### config.mk
export PLATFORM = sky130hd
export DESIGN_NAME = ols_cell
export DESIGN_NICKNAME = d
export VERILOG_FILES = /design/src/design/ols_pkg.sv /design/src/design/ols_cell.sv
export SDC_FILE = /design/constraint.sdc
export NUM_CORES = 1
export LEC_CHECK = 0
export BUFFER_PORTS_ARGS = -buffer_cell sky130_fd_sc_hd__clkbuf_2
export CORE_ASPECT_RATIO = 0.5
export CORE_UTILIZATION = 43
export DETAILED_ROUTE_END_ITERATION = 10
export GPL_TIMING_DRIVEN = 0
export PLACE_DENSITY = 0.88
export SYNTH_ARGS = -nofsm -noshare
export SYNTH_HDL_FRONTEND = slang
export SYNTH_SLANG_ARGS = --single-unit
### constraint.sdc
create_clock -name clk -period 11.54 [get_ports clk]
set_input_delay 0 -clock clk [delete_from_list [all_inputs] [get_ports clk]]
set_output_delay 0 -clock clk [all_outputs]
set_load 0.01 [all_outputs]
### src/design/ols_pkg.sv
package ols_pkg;

  typedef enum logic [2:0] {
    CMD_PUSH_BACK  = 3'd0,
    CMD_PUSH_FRONT = 3'd1,
    CMD_POP_BACK   = 3'd2,
    CMD_POP_FRONT  = 3'd3,
    CMD_INSERT     = 3'd4,
    CMD_ERASE      = 3'd5,
    CMD_FIND       = 3'd6
  } cmd_t;

  localparam logic [1:0] ST_DONE  = 2'd0;
  localparam logic [1:0] ST_FULL  = 2'd1;
  localparam logic [1:0] ST_EMPTY = 2'd2;
  localparam logic [1:0] ST_RANGE = 2'd3;

  typedef enum logic [2:0] {
    CELL_HOLD,
    CELL_INSERT,
    CELL_ERASE,
    CELL_FIND,
    CELL_SCAN
  } cell_op_t;

  typedef struct packed {
    cell_op_t           op;
    logic signed [31:0] value;
  } cell_ctl_t;

  typedef struct packed {
    logic [2:0]         command;
    logic [6:0]         position;
    logic signed [31:0] value;
  } in_beat_t;

  typedef struct packed {
    logic [1:0] status;
    logic [6:0] found_position;
    logic [6:0] element_count;
  } out_beat_t;

endpackage

### src/design/ols_cell.sv
module ols_cell #(
  parameter int AW    = 6,
  parameter int INDEX = 0
) (
  input  logic                clk,
  input  ols_pkg::cell_ctl_t  ctl,
  input  logic [AW-1:0]       at,
  input  logic signed [31:0]  left_data,
  input  logic signed [31:0]  right_data,
  input  logic                right_match,
  output logic signed [31:0]  data,
  output logic                match
);

  localparam logic [AW-1:0] MY_INDEX = AW'(INDEX);

  logic signed [31:0] data_next;
  logic               match_next;

  always_comb begin
    data_next  = data;
    match_next = match;
    case (ctl.op)
      ols_pkg::CELL_INSERT: begin
        // open the gap: cells past the slot take their left neighbor
        if (MY_INDEX > at) begin
          data_next = left_data;
        end else if (MY_INDEX == at) begin
          data_next = ctl.value;
        end
      end
      ols_pkg::CELL_ERASE: begin
        if (MY_INDEX >= at) begin
          data_next = right_data;
        end
      end
      ols_pkg::CELL_FIND: match_next = (data == ctl.value);
      ols_pkg::CELL_SCAN: match_next = right_match;
      default: ;
    endcase
  end

  always_ff @(posedge clk) begin
    data  <= data_next;
    match <= match_next;
  end

endmodule

# [After elaboration in Yosys (flattened, before gate mapping)]
# Index checks and enable logic that the tools add are counted.
# Widths: inputs -> output; s select.
[totals] register_bits=33
[classes] n_lt_le_gt_ge=2 eq_ne=7 muxes=5 n_reduce_logical=4
[ops] cell="$mux 32" n=3
[ops] cell="$pmux 32 s2" n=1
[ops] cell="$eq 32x32->1" n=1
[ops] cell="$eq 3x2->1 const B" n=2
[ops] cell="$ge 1x6->1 const A" n=1
[ops] cell="$gt 1x6->1 const A" n=1
[ops] cell="$logic_not 6->1" n=1
[ops] cell="$reduce_bool 2->1" n=2
[ops] cell="$eq 3x1->1 const B" n=1
[ops] cell="$eq 3x3->1 const B" n=1
[ops] cell="$ne 3x3->1 const B" n=1
[ops] cell="$reduce_and 3->1" n=1
[ops] cell="$ne 2x2->1 const B" n=1
[ops] cell="$pmux 1 s2" n=1

# [Depth between registers and ports, before layout]
# Gate-level depths: netlist of run 1.
[logic_depth] depth_word=4 mapped_depth=5 depth_no_buf=5

# [Least setup slack after synthesis of run 1]
# Ideal clock, no wire load.
[synth_path] kind="input port to flip-flop" startpoint="input at[5]" endpoint="register data[0] (enable)" setup_time_ns=0.505 t_arrival_ns=3.389 path_slack_ns=7.646 cell_stages=3 n_path_buf=0 cell_sequence="nor4_1 -> nand2_1 -> nor4_1"
[synth_between] elab_chain_len=3 elab_cells_between_ends=6 cone_classes="2 x order compare; 2 x eq/ne; 2 x reduce/logical"
[synth_rtl] element="start: declaration" line_no="ols_cell.sv:7" source="input logic [AW-1:0] at,"
[synth_rtl] element="$gt 1x6->1, or another cell as far along" line_no="ols_cell.sv:26" source="if (MY_INDEX > at) begin"
[synth_rtl] element="$ne 3x3->1 (no line) / $ne 2x2->1 (equally long branches)"
[synth_rtl] element="$reduce_and 3->1 (no line) (*)"
[synth_rtl] element="end signal: assignment" line_no="ols_cell.sv:44" source="data <= data_next;"
[synth_rtl] element="end: declaration" line_no="ols_cell.sv:11" source="output logic signed [31:0] data,"
# Every way passes the cells marked *; elsewhere a longest branch is shown, timed or not.
# A chain may end at the register's enable or synchronous reset.

# [Worst setup path in the final report of run 1]
[layout_path] startpoint="register data[22]" endpoint="register match (data pin)"
[layout_between] elab_chain_len=2
[layout_rtl] element="$eq 32x32->1" line_no="ols_cell.sv:37" source="ols_pkg::CELL_FIND: match_next = (data == ctl.value);"
[layout_rtl] element="$pmux 1 s2" line_no="ols_cell.sv:23" source="case (ctl.op)"
[layout_rtl] element="named net match_next" line_no="ols_cell.sv:18" source="logic match_next;"
[layout_rtl] element="end signal: assignment" line_no="ols_cell.sv:45" source="match <= match_next;"
[layout_rtl] element="end: declaration" line_no="ols_cell.sv:12" source="output logic match"
# The timed path passes the listed nets, and every way through them passes these cells.

==> run metrics, run 1 <==
Post-CTS Resized=0; most frequent cells in the layout=clkbuf_2, edfxtp_1, mux2_2; Comb pwr share=0.126; first-pass detailed-route iteration total=4; Worst R2R End=match$_DFFE_PP_; FMAX=616 MHz; hold violation total from the final report=0; status=finished, final reports clean; Cell Pwr Density=~110 nW/µm²; RR Startpoint=data[22]$_DFFE_PP_; fin crit share=0.141; chip height=about 48 µm; die area=around 4500 µm²; detailed router's first-iteration violation count=14; H-tree levels=2; Cell variety after synth=14; first-pass GRT wire length=between 6 and 7 mm; syn avg cell area=14.9 µm²; RSZ-0062 raised after global routing=no; Setup Total Neg Slack=0 ps; required time of the critical path=11690 ps; sequential element share of the synthesized area=0.551; clk root buf=clkbuf_8; Synth warnings=0; vias in the first global route=about 1400; Sw Share=0.208; Starting Density=0.456; Crit Path Class=flip-flop to flip-flop; cells after synthesis=121; Worst path slowest cell=edfxtp_1; Slew @ Worst Pin=596 ps; initial antenna violation count=0; CTS tree=yes; Top delay family on crit path=simple AND/OR/NAND/NOR gates; clock skew=roughly 6.3 ps; post-layout min period=between 1500 and 2000 ps; Hold Path Class=primary input to flip-flop; flop2flop setup slack=~9900 ps; RD Place Congestion=0.784; Synthesized Nets=228; Hold Crit Depth=2; mapped cell area=1800 µm²; core area=3940 µm²; data arrival time of the critical path=1770 ps; global route overflow=0; dpl hpwl=3.46 mm; Max Root-Sink Buffers=2; max_slew headroom=0.600; drt drc=0; Net Switching=57.2 µW; Max Slew Vio Count=0; Max-Cap Viols=0; clock group share of total power=0.388; Buf+Inv Stages, Crit Path=0; Largest stage delay, worst path=410 ps; post-route ant nets=0; worst hold slack=13.9 ps; WL/cell=14.3 µm; commonest non-fill, non-tap cell in the layout=clkbuf_2; hold_sp=right_data[25]; maximum fanout along the worst path=2; CP Capture Type=flip-flop; Final setup viols=0; Core Rows=16; CP cell instances=xor2_1, nor4_1, nand4_1, nor4_1, a32o_1; Worst Reg2Reg Path Length in Cells=5; GRT Total Usage=0.192; n_diodes=0; I/O Pins=140; WHS Endpoint=data[25]$_DFFE_PP_; Synth Register Bits=33; Die W=93.4 µm; total CTS buffers=5; Port Buf Inserts=about 110; ratio of cells with drive above 1 in the final layout=0.631; Flop pwr share=0.486; Total Wirelength=4.23 mm; CP Launch Type=flip-flop; CP most frequent cell=nor4_1; VDD IR max=78.5 µV; internal power=218 µW; Synth-to-Final Area Change=42.0%; DR vias=1429; Sink Count=33; largest net degree at the start of global routing=11; Clk Latency, worst-skew pair=280 ps; Final nets=approximately 350; LEAKAGE=1.09 nW; Worst-path clk slew=70 ps; Via density=4.84
-- cells in the mapped netlist --
master | instances | share of area
edfxtp_1 | 33 | 0.55
mux2_2 | 30 | 0.19
xor2_1 | 23 | 0.11
xnor2_1 | 10 | 0.049
nor4_1 | 8 | 0.028
nand4_1 | 4 | 0.014
nand2_1 | 3 | 0.0063
buf_6 | 2 | 0.013
mux2_1 | 2 | 0.013
nor2_1 | 2 | 0.0042
a32o_1 | 1 | 0.0056
buf_4 | 1 | 0.0042
nor3b_4 | 1 | 0.010
o21ai_0 | 1 | 0.0028
-- flip-flops by register name (all words and copies together), names as in the netlist --
signal,count
match,1
data,32
-- cell type report --
class / instances / area, µm²
Buffer: 3 / 30.0
Clock buffer: 6 / 72.6
Clock inverter: 2 / 33.8
Fill cell: 320 / 1390
Multi-Input combinational cell: 85 / 783
Sequential cell: 33 / 991
Tap cell: 54 / 67.6
Timing Repair Buffer: 112 / 576
-- worst max path at each step --
stage,cells past startpoint,from,slack (ps),end
floorplan,3,at[5],7650,data[0]$_DFFE_PP_
global placement,4,at[5],6220,data[22]$_DFFE_PP_
detailed placement,6,at[5],9890,data[18]$_DFFE_PP_
CTS,5,data[22]$_DFFE_PP_,9890,match$_DFFE_PP_
global route,5,data[22]$_DFFE_PP_,9780,match$_DFFE_PP_
finish,5,data[22]$_DFFE_PP_,9920,match$_DFFE_PP_
-- cell families (layout without fill, tap and decap cells) --
kind of cell / count (synthesis) / count (layout) / share of synthesized area
DFF: 33 / 33 / 0.551
buffers and inverters: 3 / 123 / 0.0167
AOI/OAI and AO/OA: 2 / 2 / 0.00835
xor gates and xnor gates: 33 / 33 / 0.161
muxes: 32 / 32 / 0.200
and+or+nand+nor: 18 / 18 / 0.0626
-- worst register-to-register path, stage by stage, from the launching register on --
cell	delay (ps)
edfxtp_1	410
xor2_1	160
nor4_1	350
nand4_1	150
nor4_1	260
a32o_1	170
-- power groups by stage --
| stage | registers (mW) | clock network, mW | logic [mW] |
|---|---|---|---|
| after floorplan | 0.137 | 0 | 0.0158 |
| after global placement | 0.136 | 0 | 0.0329 |
| after detailed placement | 0.136 | 0 | 0.0346 |
| after CTS | 0.134 | 0.109 | 0.0350 |
| after global routing | 0.134 | 0.114 | 0.0381 |
| final | 0.134 | 0.107 | 0.0348 |
-- through the flow --
| step | util | power, mW | instances | cell area, µm² | setup WS, ps |
|---|---|---|---|---|---|
| after floorplan | - | 0.152 | 121 | 1800 | 7650 |
| after global placement | 0.609 | 0.169 | 282 | 2400 | 6220 |
| after detailed placement | 0.618 | 0.171 | 286 | 2440 | 9890 |
| after CTS | 0.648 | 0.278 | 295 | 2550 | 9890 |
| after global routing | 0.648 | 0.285 | 295 | 2550 | 9780 |
| final | 0.648 | 0.275 | 295 | 2550 | 9920 |
-- routing by layer --
metal,GRT usage,share of wire
met5,0,0
met4,0.0831,0.013
met3,0.0397,0.034
met2,0.381,0.55
met1,0.214,0.41
-- repair_timing --
item / in CTS / in global routing
hold buffers: 1 / 0
setup buffers: 0 / 0
hold endpoints to repair: 1 / 0
(Power assumes the default switching activity.)
==> run 2: changes to the inputs <==
--- a/config.mk
+++ b/config.mk
@@ -5,12 +5,13 @@
 export SDC_FILE = /design/constraint.sdc
 export NUM_CORES = 1
 export LEC_CHECK = 0
+export ABC_AREA = 1
 export BUFFER_PORTS_ARGS = -buffer_cell sky130_fd_sc_hd__clkbuf_2
 export CORE_ASPECT_RATIO = 0.5
-export CORE_UTILIZATION = 43
+export CORE_UTILIZATION = 37
 export DETAILED_ROUTE_END_ITERATION = 10
 export GPL_TIMING_DRIVEN = 0
-export PLACE_DENSITY = 0.88
+export PLACE_DENSITY = 0.78
 export SYNTH_ARGS = -nofsm -noshare
 export SYNTH_HDL_FRONTEND = slang
 export SYNTH_SLANG_ARGS = --single-unit
==> constraint.sdc (replaced) <==
create_clock -name clk -period 1.39 [get_ports clk]
set_input_delay 0 -clock clk [delete_from_list [all_inputs] [get_ports clk]]
set_output_delay 0 -clock clk [all_outputs]
set_load 0.01 [all_outputs]
==> run 2 against run 1 <==
  * Cell count up 21%
  * Non-clock buffer count decreased by 4
  * Combinational power rose to 10 times the previous value
  * Critical path depth rose by 1
  * Synthesized cell count up 41%
  * Critical path type is now primary input to flip-flop
  * Largest power group unchanged
==> run metrics, run 2 <==
Synthesized Nets=278 (+22%); cell accounting for the most synthesized area=edfxtp_1; Pwr Total=2.15 mW (+680%); Synth top cells by count=edfxtp_1, nand2_1, mux2_4, nor2_1, xnor2_1; Max Slew Vio Count=0 (unchanged); Worst Reg2Reg Path Length in Cells=9 (+4); syn avg cell area=11.7 µm² (-21%); max_slew headroom=0.615 (+0.0156); Slew @ Worst Pin=576 ps (-19.8 ps); drt drc=0 (unchanged); Via density=4.55 (-6.0%); LEAKAGE=1.34 nW (+22%); Post-CTS Hold Buffers=0 (-1); DR vias=1621 (+13%); cells after synthesis=171 (+41%); Hold Crit Depth=2 (unchanged); post-layout min period=1230 ps; Synth Register Bits=33 (unchanged); vias in the first global route=1524 (+11%); n_diodes=0 (unchanged); Post-synth ARST share=0 (unchanged); Setup Total Neg Slack=0 ps (unchanged); clk root buf=clkbuf_8; hold violation total from the final report=0 (unchanged); Die W=106 µm (+14%); Cell variety after synth=14 (unchanged); first-pass detailed-route iteration total=4 (unchanged); Synth Area in Simple Gates=0.128 (+0.0653); Synth warnings=0 (unchanged); Final setup viols=0 (unchanged); required time of the critical path=1310 ps (-10380 ps); Final nets=393 (+13%); Crit Path Class=primary input to flip-flop; Adder-Cell Fraction of Synth Area=0 (unchanged); fin crit share=0.885; FMAX=813 MHz; first-pass GRT wire length=7.03 mm (+13%); WL/cell=13.4 µm (-6.2%); max reg flops=32 (unchanged); I/O Pins=140 (unchanged); Starting Density=0.396 (-0.0601); Total Wirelength=4.79 mm (+13%); main combinational cell family by area after synthesis=multiplexers; flop2flop setup slack=170 ps (-9750 ps); synthesized-area fraction occupied by xor and xnor cells=0.114 (-0.0472); global route overflow=0 (unchanged); Clk Latency, worst-skew pair=280 ps (about the same); Sink Count=33 (unchanged); H-tree levels=2 (unchanged); Max-Cap Viols=0 (unchanged); clock skew=7.17 ps (+0.818 ps); commonest non-fill, non-tap cell in the layout=clkbuf_2; die area=5740 µm² (+29%); worst hold slack=14.2 ps (+0.377 ps); share of the synthesized area in the top cell type=0.494 (-0.0571); Synth-to-Final Area Change=37.0%; post-place setup slack=-512 ps (-10400 ps); dpl hpwl=3.65 mm (+5.4%); mapped cell area=2010 µm² (+12%); Synth area leaders=edfxtp_1, mux2_4, xnor2_1; Max Root-Sink Buffers=2 (unchanged); largest net degree at the start of global routing=17 (+6); status=finished, final reports clean; chip height=54.1 µm (+13%); CTS tree=yes; CP Launch Type=primary input; post-route ant nets=0 (unchanged); Port Buf Inserts=107 (unchanged); Setup Buffers After CTS=0 (unchanged); Hold Path Class=primary input to flip-flop; initial antenna violation count=0 (unchanged); RSZ-0062 raised after global routing=no; detailed router's first-iteration violation count=47 (+33); data arrival time of the critical path=1150 ps (-620 ps); most frequent cells in the layout=clkbuf_2, edfxtp_1, nand2_1; maximum fanout along the worst path=16 (+14); ratio of cells with drive above 1 in the final layout=0.514 (-0.117); total CTS buffers=5 (unchanged); core area=5070 µm² (+28%); complex-gate fraction of the synthesized area=0.0175 (+0.00912); GRT Total Usage=0.167 (-0.0253); RD Place Congestion=0.763 (-2.6%); Worst-path clk slew=70 ps (about the same); Cell Pwr Density=782 nW/µm² (+630%); registers with the most flip-flops=data x32, match x1; register with the most flip-flops=data; sequential element share of the synthesized area=0.494 (-0.0571); CP Capture Type=flip-flop; ys flop type=edfxtp_1; Post-synth EDFFs=33 (unchanged); post-synthesis mux area share=0.195 (-0.00578); top-count cell post-synth=edfxtp_1; VDD IR max=348 µV (+340%); final setup margin=160 ps (-9760 ps); Core Rows=18 (+2)
[run 2: what timing repair did]
| action | 4_1_cts | 5_1_grt |
|---|---|---|
| endpoints found under the setup margin | 32 | 0 |
| resized for setup | 1 | 0 |
| hold endpoints to repair | 0 | 0 |
[run 2: cell families after synthesis]
| logic type | Yosys count |
|---|---|
| compound gates | 7 |
| xor+xnor | 26 |
| buf+inv | 18 |
| flops | 33 |
| mux | 26 |
| simple gates | 61 |
[run 2: area by class of cell]
class	instances	area (µm²)
Tap cell	70	87.6
Buffer	4	52.6
Sequential cell	33	991
Fill cell	451	2320
Inverter	14	67.6
Clock inverter	1	3.75
Clock buffer	6	72.6
Timing Repair Buffer	107	536
Multi-Input combinational cell	121	937
[run 2: power breakdown]
| group | total (mW) | switching [mW] | internal, mW | leakage, nW |
|---|---|---|---|---|
| registers | 1.11 | 0.00358 | 1.11 | 0.297 |
| clock network | 0.684 | 0.346 | 0.338 | 0.0387 |
| logic | 0.355 | 0.146 | 0.209 | 1.00 |
[run 2: final timing paths]
path                                          from                 end
worst max-delay path                       ctl[34]   data[5]$_DFFE_PP_
worst min-delay path                right_data[18]  data[18]$_DFFE_PP_
worst max register to register   data[0]$_DFFE_PP_     match$_DFFE_PP_
worst min register to register  data[13]$_DFFE_PP_     match$_DFFE_PP_
[run 2: critical path, stage by stage]
cell      delay, ps
clkbuf_2        160
inv_12           80
nand3_4         100
buf_8           170
buf_8           150
a21oi_4         480
[run 2: routing by layer]
metal  GRT usage  up-vias  part of all wire
li1            -      817                 -
met1       0.187      755              0.42
met2       0.324       45              0.54
met3      0.0387        4             0.035
met4      0.0579        0            0.0058
met5           0        -                 0
[run 2: metrics by stage]
step                instance area (µm²)   util  cells
finish                             2750  0.542    356
floorplan                          2030      -    171
detailed placement                 2660  0.524    348
CTS                                2750  0.542    356
global placement                   2660  0.524    348
global route                       2750  0.542    356
